[src/hdl/dsi_pkg.sv]
package dsi_pkg;

   localparam int VALUE_W        = 32;
   localparam int INDEX_W        = 4;
   localparam int MAX_ITEMS_DEF  = 16;
   localparam int VALUE_BITS_DEF = 32;

endpackage

[src/hdl/dsi_if.sv]
interface dsi_req_if import dsi_pkg::*; ();
   logic               valid;
   logic               ready;
   logic [VALUE_W-1:0] value;
   logic               last_in;

   modport source (output valid, output value, output last_in, input ready);
   modport sink   (input valid, input value, input last_in, output ready);
endinterface

interface dsi_rsp_if import dsi_pkg::*; ();
   logic               valid;
   logic               ready;
   logic [VALUE_W-1:0] sorted_value;
   logic [INDEX_W-1:0] orig_index;
   logic               last_out;

   modport source (output valid, output sorted_value, output orig_index, output last_out,
                   input ready);
   modport sink   (input valid, input sorted_value, input orig_index, input last_out,
                   output ready);
endinterface

[src/hdl/dsi_ram.sv]
module dsi_ram #(
   parameter int WIDTH = 32,
   parameter int DEPTH = 16
) (
   input  logic                     clock,
   input  logic                     wr_en,
   input  logic [$clog2(DEPTH)-1:0] wr_addr,
   input  logic [WIDTH-1:0]         wr_data,
   input  logic                     rd_en,
   input  logic [$clog2(DEPTH)-1:0] rd_addr,
   output logic [WIDTH-1:0]         rd_data
);

   logic [WIDTH-1:0] mem_ff [DEPTH];
   logic [WIDTH-1:0] rd_data_ff;

   always_ff @(posedge clock) begin
      if (wr_en) begin
         mem_ff[wr_addr] <= wr_data;
      end
      if (rd_en) begin
         rd_data_ff <= mem_ff[rd_addr];
      end
   end

   assign rd_data = rd_data_ff;

endmodule

[src/hdl/descending_sort_with_index_top.sv]
// Channel   Direction  Transfer when        Payload
// req_ch    in         valid && ready       value, last_in
// rsp_ch    out        valid && ready       sorted_value, orig_index, last_out
//
// Loading takes one item per cycle while in the load state; the item with last_in starts the sort.
// Each result of a set is found by scanning all held values through the single
// read port of the value RAM, and is then offered on rsp_ch.
// req_ch is not ready while a set is scanned and drained.
// A stalled result holds on rsp_ch until it is taken.
// Synchronous reset empties the set and clears the emitted flags.
module descending_sort_with_index_top import dsi_pkg::*; #(
   parameter int MAX_ITEMS  = MAX_ITEMS_DEF,
   parameter int VALUE_BITS = VALUE_BITS_DEF
) (
   input logic        clock,
   input logic        reset,
   dsi_req_if.sink    req_ch,
   dsi_rsp_if.source  rsp_ch
);

   localparam int IDX_W  = $clog2(MAX_ITEMS);
   localparam int CNT_W  = $clog2(MAX_ITEMS + 1);
   localparam int VEXT_W = (VALUE_BITS > VALUE_W) ? VALUE_BITS : VALUE_W;
   localparam int IEXT_W = (IDX_W > INDEX_W) ? IDX_W : INDEX_W;

   localparam logic [1:0] ST_LOAD = 2'd0;
   localparam logic [1:0] ST_SCAN = 2'd1;
   localparam logic [1:0] ST_OUT  = 2'd2;

   logic [1:0]            state_ff, state_in;
   logic [CNT_W-1:0]      count_ff, count_in;
   logic [CNT_W-1:0]      emitted_ff, emitted_in;
   logic [MAX_ITEMS-1:0]  done_ff, done_in;
   logic                  issue_ff, issue_in;
   logic [IDX_W-1:0]      addr_ff, addr_in;
   logic                  chk_valid_ff, chk_valid_in;
   logic [IDX_W-1:0]      chk_addr_ff, chk_addr_in;
   logic                  found_ff, found_in;
   logic [VALUE_BITS-1:0] best_val_ff, best_val_in;
   logic [IDX_W-1:0]      best_idx_ff, best_idx_in;

   logic                  full;
   logic [IDX_W-1:0]      last_addr;
   logic                  load_fire;
   logic                  rsp_fire;
   logic                  final_out;
   logic                  take;
   logic [VEXT_W-1:0]     in_ext;
   logic [VEXT_W-1:0]     out_ext;
   logic [IEXT_W-1:0]     idx_ext;
   logic                  wr_en;
   logic [IDX_W-1:0]      wr_addr;
   logic [VALUE_BITS-1:0] rd_data;

   assign full      = (count_ff == CNT_W'(MAX_ITEMS));
   assign last_addr = IDX_W'(count_ff - CNT_W'(1));
   assign load_fire = req_ch.valid && req_ch.ready;
   assign rsp_fire  = rsp_ch.valid && rsp_ch.ready;
   assign final_out = (emitted_ff == (count_ff - CNT_W'(1)));
   assign in_ext    = VEXT_W'(req_ch.value);
   assign wr_en     = load_fire && !full;
   assign wr_addr   = count_ff[IDX_W-1:0];
   assign take      = chk_valid_ff && !done_ff[chk_addr_ff] &&
                      (!found_ff || (rd_data > best_val_ff));

   dsi_ram #(
      .WIDTH (VALUE_BITS),
      .DEPTH (MAX_ITEMS)
   ) u_value_ram (
      .clock   (clock),
      .wr_en   (wr_en),
      .wr_addr (wr_addr),
      .wr_data (in_ext[VALUE_BITS-1:0]),
      .rd_en   (issue_ff),
      .rd_addr (addr_ff),
      .rd_data (rd_data)
   );

   always_comb begin
      state_in     = state_ff;
      count_in     = count_ff;
      emitted_in   = emitted_ff;
      done_in      = done_ff;
      issue_in     = issue_ff;
      addr_in      = addr_ff;
      chk_valid_in = 1'b0;
      chk_addr_in  = chk_addr_ff;
      found_in     = found_ff;
      best_val_in  = best_val_ff;
      best_idx_in  = best_idx_ff;
      case (state_ff)
         ST_LOAD: begin
            if (load_fire) begin
               if (!full) begin
                  count_in = count_ff + CNT_W'(1);
               end
               if (req_ch.last_in) begin
                  state_in = ST_SCAN;
                  addr_in  = '0;
                  issue_in = 1'b1;
                  found_in = 1'b0;
               end
            end
         end
         ST_SCAN: begin
            if (issue_ff) begin
               chk_valid_in = 1'b1;
               chk_addr_in  = addr_ff;
               if (addr_ff == last_addr) begin
                  issue_in = 1'b0;
               end else begin
                  addr_in = addr_ff + IDX_W'(1);
               end
            end
            if (take) begin
               best_val_in = rd_data;
               best_idx_in = chk_addr_ff;
               found_in    = 1'b1;
            end
            if (chk_valid_ff && (chk_addr_ff == last_addr)) begin
               state_in = ST_OUT;
            end
         end
         ST_OUT: begin
            if (rsp_fire) begin
               if (final_out) begin
                  state_in   = ST_LOAD;
                  count_in   = '0;
                  emitted_in = '0;
                  done_in    = '0;
               end else begin
                  done_in[best_idx_ff] = 1'b1;
                  emitted_in = emitted_ff + CNT_W'(1);
                  state_in   = ST_SCAN;
                  addr_in    = '0;
                  issue_in   = 1'b1;
                  found_in   = 1'b0;
               end
            end
         end
         default: begin
            state_in = ST_LOAD;
         end
      endcase
   end

   always_ff @(posedge clock) begin
      if (reset) begin
         state_ff     <= ST_LOAD;
         count_ff     <= '0;
         emitted_ff   <= '0;
         done_ff      <= '0;
         issue_ff     <= 1'b0;
         chk_valid_ff <= 1'b0;
         found_ff     <= 1'b0;
      end else begin
         state_ff     <= state_in;
         count_ff     <= count_in;
         emitted_ff   <= emitted_in;
         done_ff      <= done_in;
         issue_ff     <= issue_in;
         chk_valid_ff <= chk_valid_in;
         found_ff     <= found_in;
      end
      addr_ff     <= addr_in;
      chk_addr_ff <= chk_addr_in;
      best_val_ff <= best_val_in;
      best_idx_ff <= best_idx_in;
   end

   assign out_ext = VEXT_W'(best_val_ff);
   assign idx_ext = IEXT_W'(best_idx_ff);

   assign req_ch.ready        = (state_ff == ST_LOAD);
   assign rsp_ch.valid        = (state_ff == ST_OUT);
   assign rsp_ch.sorted_value = out_ext[VALUE_W-1:0];
   assign rsp_ch.orig_index   = idx_ext[INDEX_W-1:0];
   assign rsp_ch.last_out     = final_out;

   a_no_overlap: assert property (@(posedge clock) disable iff (reset)
      !(req_ch.ready && rsp_ch.valid))
      else $error("Input taken while a result is offered.");

   a_emitted_bound: assert property (@(posedge clock) disable iff (reset)
      rsp_ch.valid |-> (emitted_ff < count_ff))
      else $error("More results offered than values held.");

   a_count_bound: assert property (@(posedge clock) disable iff (reset)
      count_ff <= CNT_W'(MAX_ITEMS))
      else $error("Held count beyond capacity.");

   a_set_closes: assert property (@(posedge clock) disable iff (reset)
      (rsp_fire && rsp_ch.last_out) |=> (count_ff == '0 && done_ff == '0))
      else $error("Set not emptied after its final transfer.");

   a_pick_fresh: assert property (@(posedge clock) disable iff (reset)
      rsp_ch.valid |-> !done_ff[best_idx_ff])
      else $error("Result repeats an entry already sent.");

endmodule

[src/flat_wrapper.sv]
// flat-port wrapper written by rule: the top's interface ports become plain ports
module descending_sort_with_index_top_flat import dsi_pkg::*;
#(
   parameter int MAX_ITEMS  = MAX_ITEMS_DEF,
   parameter int VALUE_BITS = VALUE_BITS_DEF
)
  (clock, reset, req_ch_valid, req_ch_value, req_ch_last_in, req_ch_ready, rsp_ch_valid, rsp_ch_sorted_value, rsp_ch_orig_index, rsp_ch_last_out, rsp_ch_ready);
  dsi_req_if req_ch_i ();
  dsi_rsp_if rsp_ch_i ();
  input logic clock;
  input logic reset;
  input wire logic [$bits(req_ch_i.valid)-1:0] req_ch_valid;
  input wire logic [$bits(req_ch_i.value)-1:0] req_ch_value;
  input wire logic [$bits(req_ch_i.last_in)-1:0] req_ch_last_in;
  output wire logic [$bits(req_ch_i.ready)-1:0] req_ch_ready;
  output wire logic [$bits(rsp_ch_i.valid)-1:0] rsp_ch_valid;
  output wire logic [$bits(rsp_ch_i.sorted_value)-1:0] rsp_ch_sorted_value;
  output wire logic [$bits(rsp_ch_i.orig_index)-1:0] rsp_ch_orig_index;
  output wire logic [$bits(rsp_ch_i.last_out)-1:0] rsp_ch_last_out;
  input wire logic [$bits(rsp_ch_i.ready)-1:0] rsp_ch_ready;
  assign req_ch_i.valid = req_ch_valid;
  assign req_ch_i.value = req_ch_value;
  assign req_ch_i.last_in = req_ch_last_in;
  assign req_ch_ready = req_ch_i.ready;
  assign rsp_ch_valid = rsp_ch_i.valid;
  assign rsp_ch_sorted_value = rsp_ch_i.sorted_value;
  assign rsp_ch_orig_index = rsp_ch_i.orig_index;
  assign rsp_ch_last_out = rsp_ch_i.last_out;
  assign rsp_ch_i.ready = rsp_ch_ready;
  descending_sort_with_index_top #(.MAX_ITEMS(MAX_ITEMS), .VALUE_BITS(VALUE_BITS)) u_core (.clock(clock), .reset(reset), .req_ch(req_ch_i), .rsp_ch(rsp_ch_i));
endmodule
[config.mk]
export PLATFORM = sky130hd
export DESIGN_NAME = descending_sort_with_index_top_flat
export DESIGN_NICKNAME = d
export VERILOG_FILES = /design/src/hdl/dsi_pkg.sv /design/src/hdl/dsi_if.sv /design/src/hdl/dsi_ram.sv /design/src/hdl/descending_sort_with_index_top.sv /design/src/flat_wrapper.sv
export SDC_FILE = /design/constraint.sdc
export NUM_CORES = 1
export LEC_CHECK = 0
export BUFFER_PORTS_ARGS = -buffer_cell sky130_fd_sc_hd__buf_2
export CAP_MARGIN = 10
export CORE_MARGIN = 4
export CORE_UTILIZATION = 40
export CTS_BUF_LIST = sky130_fd_sc_hd__clkbuf_4 sky130_fd_sc_hd__clkbuf_8
export CTS_CLUSTER_DIAMETER = 50
export DETAILED_ROUTE_END_ITERATION = 10
export HOLD_SLACK_MARGIN = 0.08
export SLEW_MARGIN = 20
export SYNTH_ARGS = -nofsm -noshare
export SYNTH_HDL_FRONTEND = slang
export SYNTH_SLANG_ARGS = --single-unit
[constraint.sdc]
create_clock -name clock -period 5.6 [get_ports clock]
set_input_delay 1.4 -clock clock [delete_from_list [all_inputs] [get_ports clock]]
set_output_delay 1.4 -clock clock [all_outputs]
set_load 0.05 [all_outputs]
### Word level (Yosys, flattened, before mapping)

Memories as Yosys holds them, arrays and structs flattened. A register that Yosys moved wholly into a read port is not among the register bits.
Index checks and enable logic that the tools add are counted.

| operators by class | value |
|---|---|
| $add $sub $neg | 4 |
| magnitude comparators | 4 |
| eq/ne operators | 16 |
| multiplexer cells | 40 |
| bitwise operators | 2 |
| reduce and logical (&&, ||, !) cells | 23 |

Operator list:

| operator | number |
|---|---|
| 32-bit greater-than comparator | 1 |
| 5-bit two-way mux | 5 |
| 4-bit two-way mux | 6 |
| 1-bit two-way mux | 17 |
| 16-bit two-way mux | 1 |
| 16-bit bitwise OR | 1 |
| 2-bit != test (second input constant) | 7 |
| 4-bit case mux with 3 select lines | 1 |
| 5-bit by 1-bit adder with 5-bit output (second input constant) | 2 |
| 4-bit by 5-bit less-than comparator with 1-bit output (second input constant) | 2 |
| 5-bit case mux with 2 select lines | 1 |
| 5-bit AND reduction | 2 |
| 4-bit equality test | 2 |
| 2-bit two-way mux | 4 |
| 1-bit logical AND | 7 |
| 7-bit AND reduction | 1 |
| 2-bit by 1-bit != test with 1-bit output (second input constant) | 3 |
| 1-bit case mux with 3 select lines | 2 |
| 2-bit case mux with 3 select lines | 1 |
| 2-bit AND reduction | 3 |
| 6-bit AND reduction | 1 |
| 5-bit equality test | 1 |
| 5-bit equality test (second input constant) | 1 |
| 5-bit by 1-bit subtractor with 5-bit output (second input constant) | 1 |
| 14 further kinds | 16 |

| word-level totals | value |
|---|---|
| flip-flop bits (word level) | 75 |
| bits in writable memories | 512 |
| input port bits | 37 |
| output and inout port bits | 39 |
| word-level logic and storage cells | 101 |
| memories | 1 |

Memories:

| memory | words | width | read ports | clocked after Yosys merged registers in | write ports | line | text |
|---|---|---|---|---|---|---|---|
| u_core.u_value_ram.mem_ff | 16 | 32 | 1 | 1 | 1 | dsi_ram.sv:14 | `logic [WIDTH-1:0] mem_ff [DEPTH];` |

### Depth between registers and ports, before layout

| logic depth | value |
|---|---|
| word-level depth | 7 |
| mapped depth | 10 |
| gate-level depth less buffers | 8 |

### By module

From an unflattened synthesis, not the netlist that was laid out.

| unflattened totals | value |
|---|---|
| cells, all modules | 1,173 |
| area, all modules | 23,958.0 µm² |

By module, submodules not included:

| module | instances | cells each | area each (µm²) | seq. area each (µm²) |
|---|---|---|---|---|
| dsi_ram | 1 | 838 | 20,155.6 | 16,335.7 |
| descending_sort_with_index_top | 1 | 335 | 3,802.4 | 1,941.9 |

### Least setup slack after synthesis

Ideal clock, no wire load.

| path | value |
|---|---|
| path type | in2reg |
| start point | input port req_ch_valid |
| end point | memory u_core.u_value_ram.mem_ff[3][0] (enable) |
| setup time | 461 ps |
| data arrival time | 4,141 ps |
| data required time | 5,139 ps |
| path slack | 998 ps |
| cell stages on the path | 4 |
| buffers on the path | 0 |
| path through | nand2_1 -> a21oi_2 -> nand2_1 -> nor3_1 |

| between the ends | value |
|---|---|
| word-level cells in the longest chain between the ends | 4 |

RTL lines:

| what | line | text |
|---|---|---|
| from (decl) | flat_wrapper.sv:12 | `input wire logic [$bits(req_ch_i.valid)-1:0] req_ch_valid;` |
| 1-bit logical AND | descending_sort_with_index_top.sv:57 | `assign load_fire = req_ch.valid && req_ch.ready;` |
| 1-bit logical AND | descending_sort_with_index_top.sv:61 | `assign wr_en = load_fire && !full;` |
| 1-bit two-way mux | dsi_ram.sv:18 | `if (wr_en) begin` |
| 1-bit two-way mux (not written as such) | dsi_ram.sv:19 | `mem_ff[wr_addr] <= wr_data;` |
| to (decl) | dsi_ram.sv:14 |  |

Every way passes these cells.

### Worst setup path after layout

| path | value |
|---|---|
| start point | register u_core.count_ff[0] |
| end point | output port rsp_ch_last_out |

| between the ends | value |
|---|---|
| word-level cells in the longest chain between the ends | 2 |

RTL lines:

| what | line | text |
|---|---|---|
| from (decl) | descending_sort_with_index_top.sv:31 | `logic [CNT_W-1:0] count_ff, count_in;` |
| from (signal assigned) | descending_sort_with_index_top.sv:158 | `count_ff <= count_in;` |
| 5-bit by 1-bit subtractor with 5-bit output | -- |  |
| 5-bit equality test | descending_sort_with_index_top.sv:59 | `assign final_out = (emitted_ff == (count_ff - CNT_W'(1)));` |
| to (decl) | flat_wrapper.sv:19 | `output wire logic [$bits(rsp_ch_i.last_out)-1:0] rsp_ch_last_out;` |

Every way passes these cells.

==> results.md <==
Run status:
- The flow ran to the end, and the final reports show no timing, DRC or antenna violations.

Synth:
- The count of yosys warnings during synthesis is 0.
- After synthesis the netlist holds a flip-flop and latch count of roughly 620.
- The async set or reset register ratio after synthesis is 0%.
- The distinct cell type count after synthesis is between 40 and 50.
- The fraction of the yosys area taken by sequential cells is 75.95%.
- The post-synthesis cell count is 1113.
- The most common flop cell mapped by yosys is sky130_fd_sc_hd__edfxtp_1.
- After synthesis, the mean cell area works out to around 22 um^2.
- The synthesized design contains ~590 enable-type register cells.
- The cell area after synthesis is ~24000 um^2.
- Counting every net in the synthesized netlist gives approximately 1200.

Detailed routing:
- For this run, design rule violations remaining after detail routing come to 0.
- The first detailed-routing pass took 5 iterations.
- Once detail routing completed, the nets flagged for antenna violations numbered 0.
- For this block, the routed nets add up to 52240 um of wire.
- Summing over every cut layer, the via total after detailed routing is 11400.
- The routed via count divided by cell count is 5.358.
- The average routed wire per standard cell is 24.56 um.
- In this run, the number of DRC markers left after iteration 0 of detailed routing was between 900 and 1000.

Flow run:
- Max-cap violations in this run came to 0.

Setup path:
- The most repeated library cell on the critical path is sky130_fd_sc_hd__xor2_1.
- At the worst endpoint, the required time is 4.20 ns.
- The critical path runs through a total of 6 cells.
- STA classifies the critical path startpoint as a register.
- For the worst flop-to-flop path, the logic depth is 8.
- The signal on the critical path passes through inv_1, ha_1, xor2_1, xor2_1, nor4_4, buf_2.
- The arrival time at the worst endpoint is 3.00 ns.
- The critical path buffer and inverter count is 2.
- The critical path start-end classification is reg2out.
- The worst setup path is captured at an output port.
- In this design, the stage delay of the slowest critical-path cell is ~0.55 ns.
- The maximum fanout along the worst path is 8.
- The critical path's top delay family is flip-flops.
- For this design, the slowest cell found on the critical path is sky130_fd_sc_hd__dfxtp_1.

Clocking:
- Counting along the longest clock path gives a buffer depth of 3.
- The post-cts hold buffer count is 0.
- The root buffer cell chosen for the clock tree is sky130_fd_sc_hd__clkbuf_8.
- Counting every sink on the clock net gives between 600 and 700.
- Clock tree synthesis inserted a total of approximately 100 buffers.
- Post-CTS timing repair inserted 0 buffers for setup.
- The clock-pin slew on the worst setup and hold paths is roughly 0.060 ns.
- Post-CTS repair changed the size of 0 cells.
- TritonCTS built the clock tree.
- The clock insertion delay at the later pin of the skew report is between 0.6 and 0.7 ns.
- The total number of H-tree levels is 3.

STA:
- In this run the tightest slew margin relative to its limit is 31.53%.
- The clock period minus final worst setup slack is between 4 and 5 ns.
- Setup repair after global routing left no endpoint under its margin.
- The pin slew with the least headroom to its limit is a little over 1 ns.
- The max-slew violation count is 0.
- The fraction of the cycle the final worst path needs is 78.66%.
- The setup clock skew after layout is around 0.035 ns.
- The post-layout worst setup margin is 1.195 ns.
- The total negative setup slack is 0 ns.
- Setup violations remaining at the end of the flow were counted as 0.
- For this run, the top clock speed supported by timing is approximately 0.23 GHz.
- The number of hold-slack violations in the final timing report is 0.

Min path:
- The path class of the tightest hold or removal check is reg2reg.
- The cell count of the worst hold path is 0.

Place:
- The congestion estimate from routability-driven global placement came to 0.7985.
- The half-perimeter wire length after placement is just over 30000 um.
- Prior to clock tree synthesis, the placed netlist has a worst setup slack of ~1.8 ns.
- The count of buffers from port buffering is 75.
- The placed cell area is 25650 um^2.

Cells and area:
- The final design area excluding fillers is about 28000 um^2.
- Cells with a size suffix above 1 make up between 30% and 40% of the layout.
- The core utilization of the finished layout is between 40% and 50%.
- The area growth from synthesis to final layout is 14.84%.
- The net count of the finished layout is roughly 1300.

Floorplanning:
- The floorplan step set the die height to between 200 and 300 um.
- The number of cell rows is between 80 and 90.
- The total I/O pin count is between 70 and 80.
- In this run the horizontal extent of the chip is 253.3 um.
- The area of the placeable core is a little under 60000 um^2.
- The die covers between 60000 and 70000 um^2.
- Once the floorplan was initialized, standard cells occupied between 40 and 50% of the core.

Global route:
- The maximum number of pins on one net before global-route repair is between 100 and 150.
- The first global-routing pass estimated ~80000 um of wire.
- The number of antenna violations at the first check in global routing came to 4.
- The via count of the first global-routing pass is roughly 12000.
- The total global routing overflow is 0.
- The aggregate global-route resource usage is 16.49%.

Pwr:
- The worst vdd rail ir drop is 156.5 uV.
- The overall power consumption is roughly 9.8 mW.
- Dividing total power by cell area gives a power density of 354.6 nW/um^2.
- For this design the static power due to leakage is just over 9 nW.
==> synthesized netlist by cell type (all sizes together), types with 2 or more instances <==
library cell,number,share of area [%]
nor2b,9,0.24
clkbuf,21,0.33
o21ai,6,0.12
nand4,8,0.21
a221oi,2,0.073
a21oi,27,0.58
nand3b,3,0.094
xnor3,2,0.19
a21o,8,0.25
inv,36,0.56
nand3,7,0.15
nand2,21,0.34
mux4,165,16
nor2,49,0.76
and2,3,0.078
a31oi,9,0.23
o21a,2,0.062
nor3,12,0.30
a211oi,2,0.083
buf,27,0.58
dfxtp,31,2.6
ha,38,2.0
and3,2,0.052
and4,2,0.073
or3,2,0.052
nand2b,2,0.062
xnor2,6,0.22
xor2,15,0.55
edfxtp,588,73
==> worst paths after layout <==
kind | start | end | slack, ns
worst max register to register | u_core.u_value_ram.rd_data[7]$_DFFE_PP_ | u_core.rsp_ch.sorted_value[13]$_DFFE_PP_ | 2.12
worst min-delay path | u_core.u_value_ram.rd_data[0]$_DFFE_PP_ | u_core.rsp_ch.sorted_value[0]$_DFFE_PP_ | 0.45
worst max-delay path | u_core.count_ff[0]$_SDFFE_PP0P_ | rsp_ch_last_out | 1.20
worst min register to register | u_core.u_value_ram.rd_data[0]$_DFFE_PP_ | u_core.rsp_ch.sorted_value[0]$_DFFE_PP_ | 0.45
==> report_power, final <==
part / total, mW / switching, mW / internal (mW)
Clock: 3.84 / 1.77 / 2.07
Combinational: 0.734 / 0.387 / 0.346
Sequential: 5.23 / 0.0565 / 5.17
Total: 9.80 / 2.21 / 7.59
==> flip-flops by register name, summed over array words and instances, names as in the netlist <==
| name | cells |
|---|---|
| u_core.u_value_ram.rd_data | 32 |
| u_core.addr_ff | 4 |
| u_core.emitted_ff | 5 |
| u_core.chk_addr_ff | 4 |
| u_core.state_ff | 2 |
| u_core.chk_valid_ff | 1 |
| u_core.rsp_ch.sorted_value | 32 |
| u_core.done_ff | 16 |
| u_core.rsp_ch.orig_index | 4 |
| u_core.issue_ff | 1 |
| u_core.found_ff | 1 |
| u_core.u_value_ram.mem_ff | 512 |
| u_core.count_ff | 5 |
==> metal layers <==
layer	track usage (%)	vias to the layer above	part of all wire (%)
met5	0	-	0.025
met4	4.397	2	2.0
met3	3.944	81	5.4
met2	26.20	294	48
met1	23.19	6090	44
li1	-	4930	-
==> cell families (layout without fill, tap and decap cells) <==
logic type | count (synthesis) | after routing | share of synthesized area [%]
AND/OR/NAND/NOR | 123 | 123 | 2.589
adder cells (fa/ha/maj) | 38 | 38 | 1.976
XOR/XNOR | 23 | 23 | 0.9515
multiplexers | 165 | 165 | 15.50
AO/OA/AOI/OAI | 60 | 60 | 1.539
buffers and inverters | 85 | 325 | 1.487
other | 0 | 1 | 0
flip-flops | 619 | 619 | 75.95
==> cell type report <==
cell class / instances / area, um^2
fillers: 4911 / 31610
multi-input cells: 409 / 5554
clock buffers: 133 / 1643
well taps: 773 / 967.2
repair buffers: 103 / 710.7
flip-flops and latches: 619 / 18280
inverters: 37 / 138.9
diodes: 1 / 2.502
clock inverters: 52 / 341.6
==> metrics by stage <==
stage | hold slack [ns] | cells
global route | 0.4677 | 2126
floorplan | 0.4244 | 1113
detailed placement | 0.4355 | 1941
global placement | 0.4344 | 1936
CTS | 0.4496 | 2126
finish | 0.4473 | 2127
==> layout by cell type (no fill, tap or decap), types with 15 or more instances in the layout <==
cell / Yosys / final
sky130_fd_sc_hd__a21oi_1: 26 / 26
sky130_fd_sc_hd__buf_2: 13 / 75
sky130_fd_sc_hd__buf_4: 2 / 21
sky130_fd_sc_hd__clkbuf_4: 0 / 30
sky130_fd_sc_hd__clkbuf_8: 0 / 103
sky130_fd_sc_hd__clkinv_1: 1 / 25
sky130_fd_sc_hd__clkinv_2: 0 / 18
sky130_fd_sc_hd__dfxtp_1: 31 / 30
sky130_fd_sc_hd__edfxtp_1: 588 / 588
sky130_fd_sc_hd__ha_1: 38 / 38
sky130_fd_sc_hd__inv_1: 36 / 36
sky130_fd_sc_hd__mux4_2: 161 / 161
sky130_fd_sc_hd__nand2_1: 20 / 20
sky130_fd_sc_hd__nor2_1: 49 / 37
sky130_fd_sc_hd__xor2_1: 15 / 15
(Power assumes the default switching activity.)
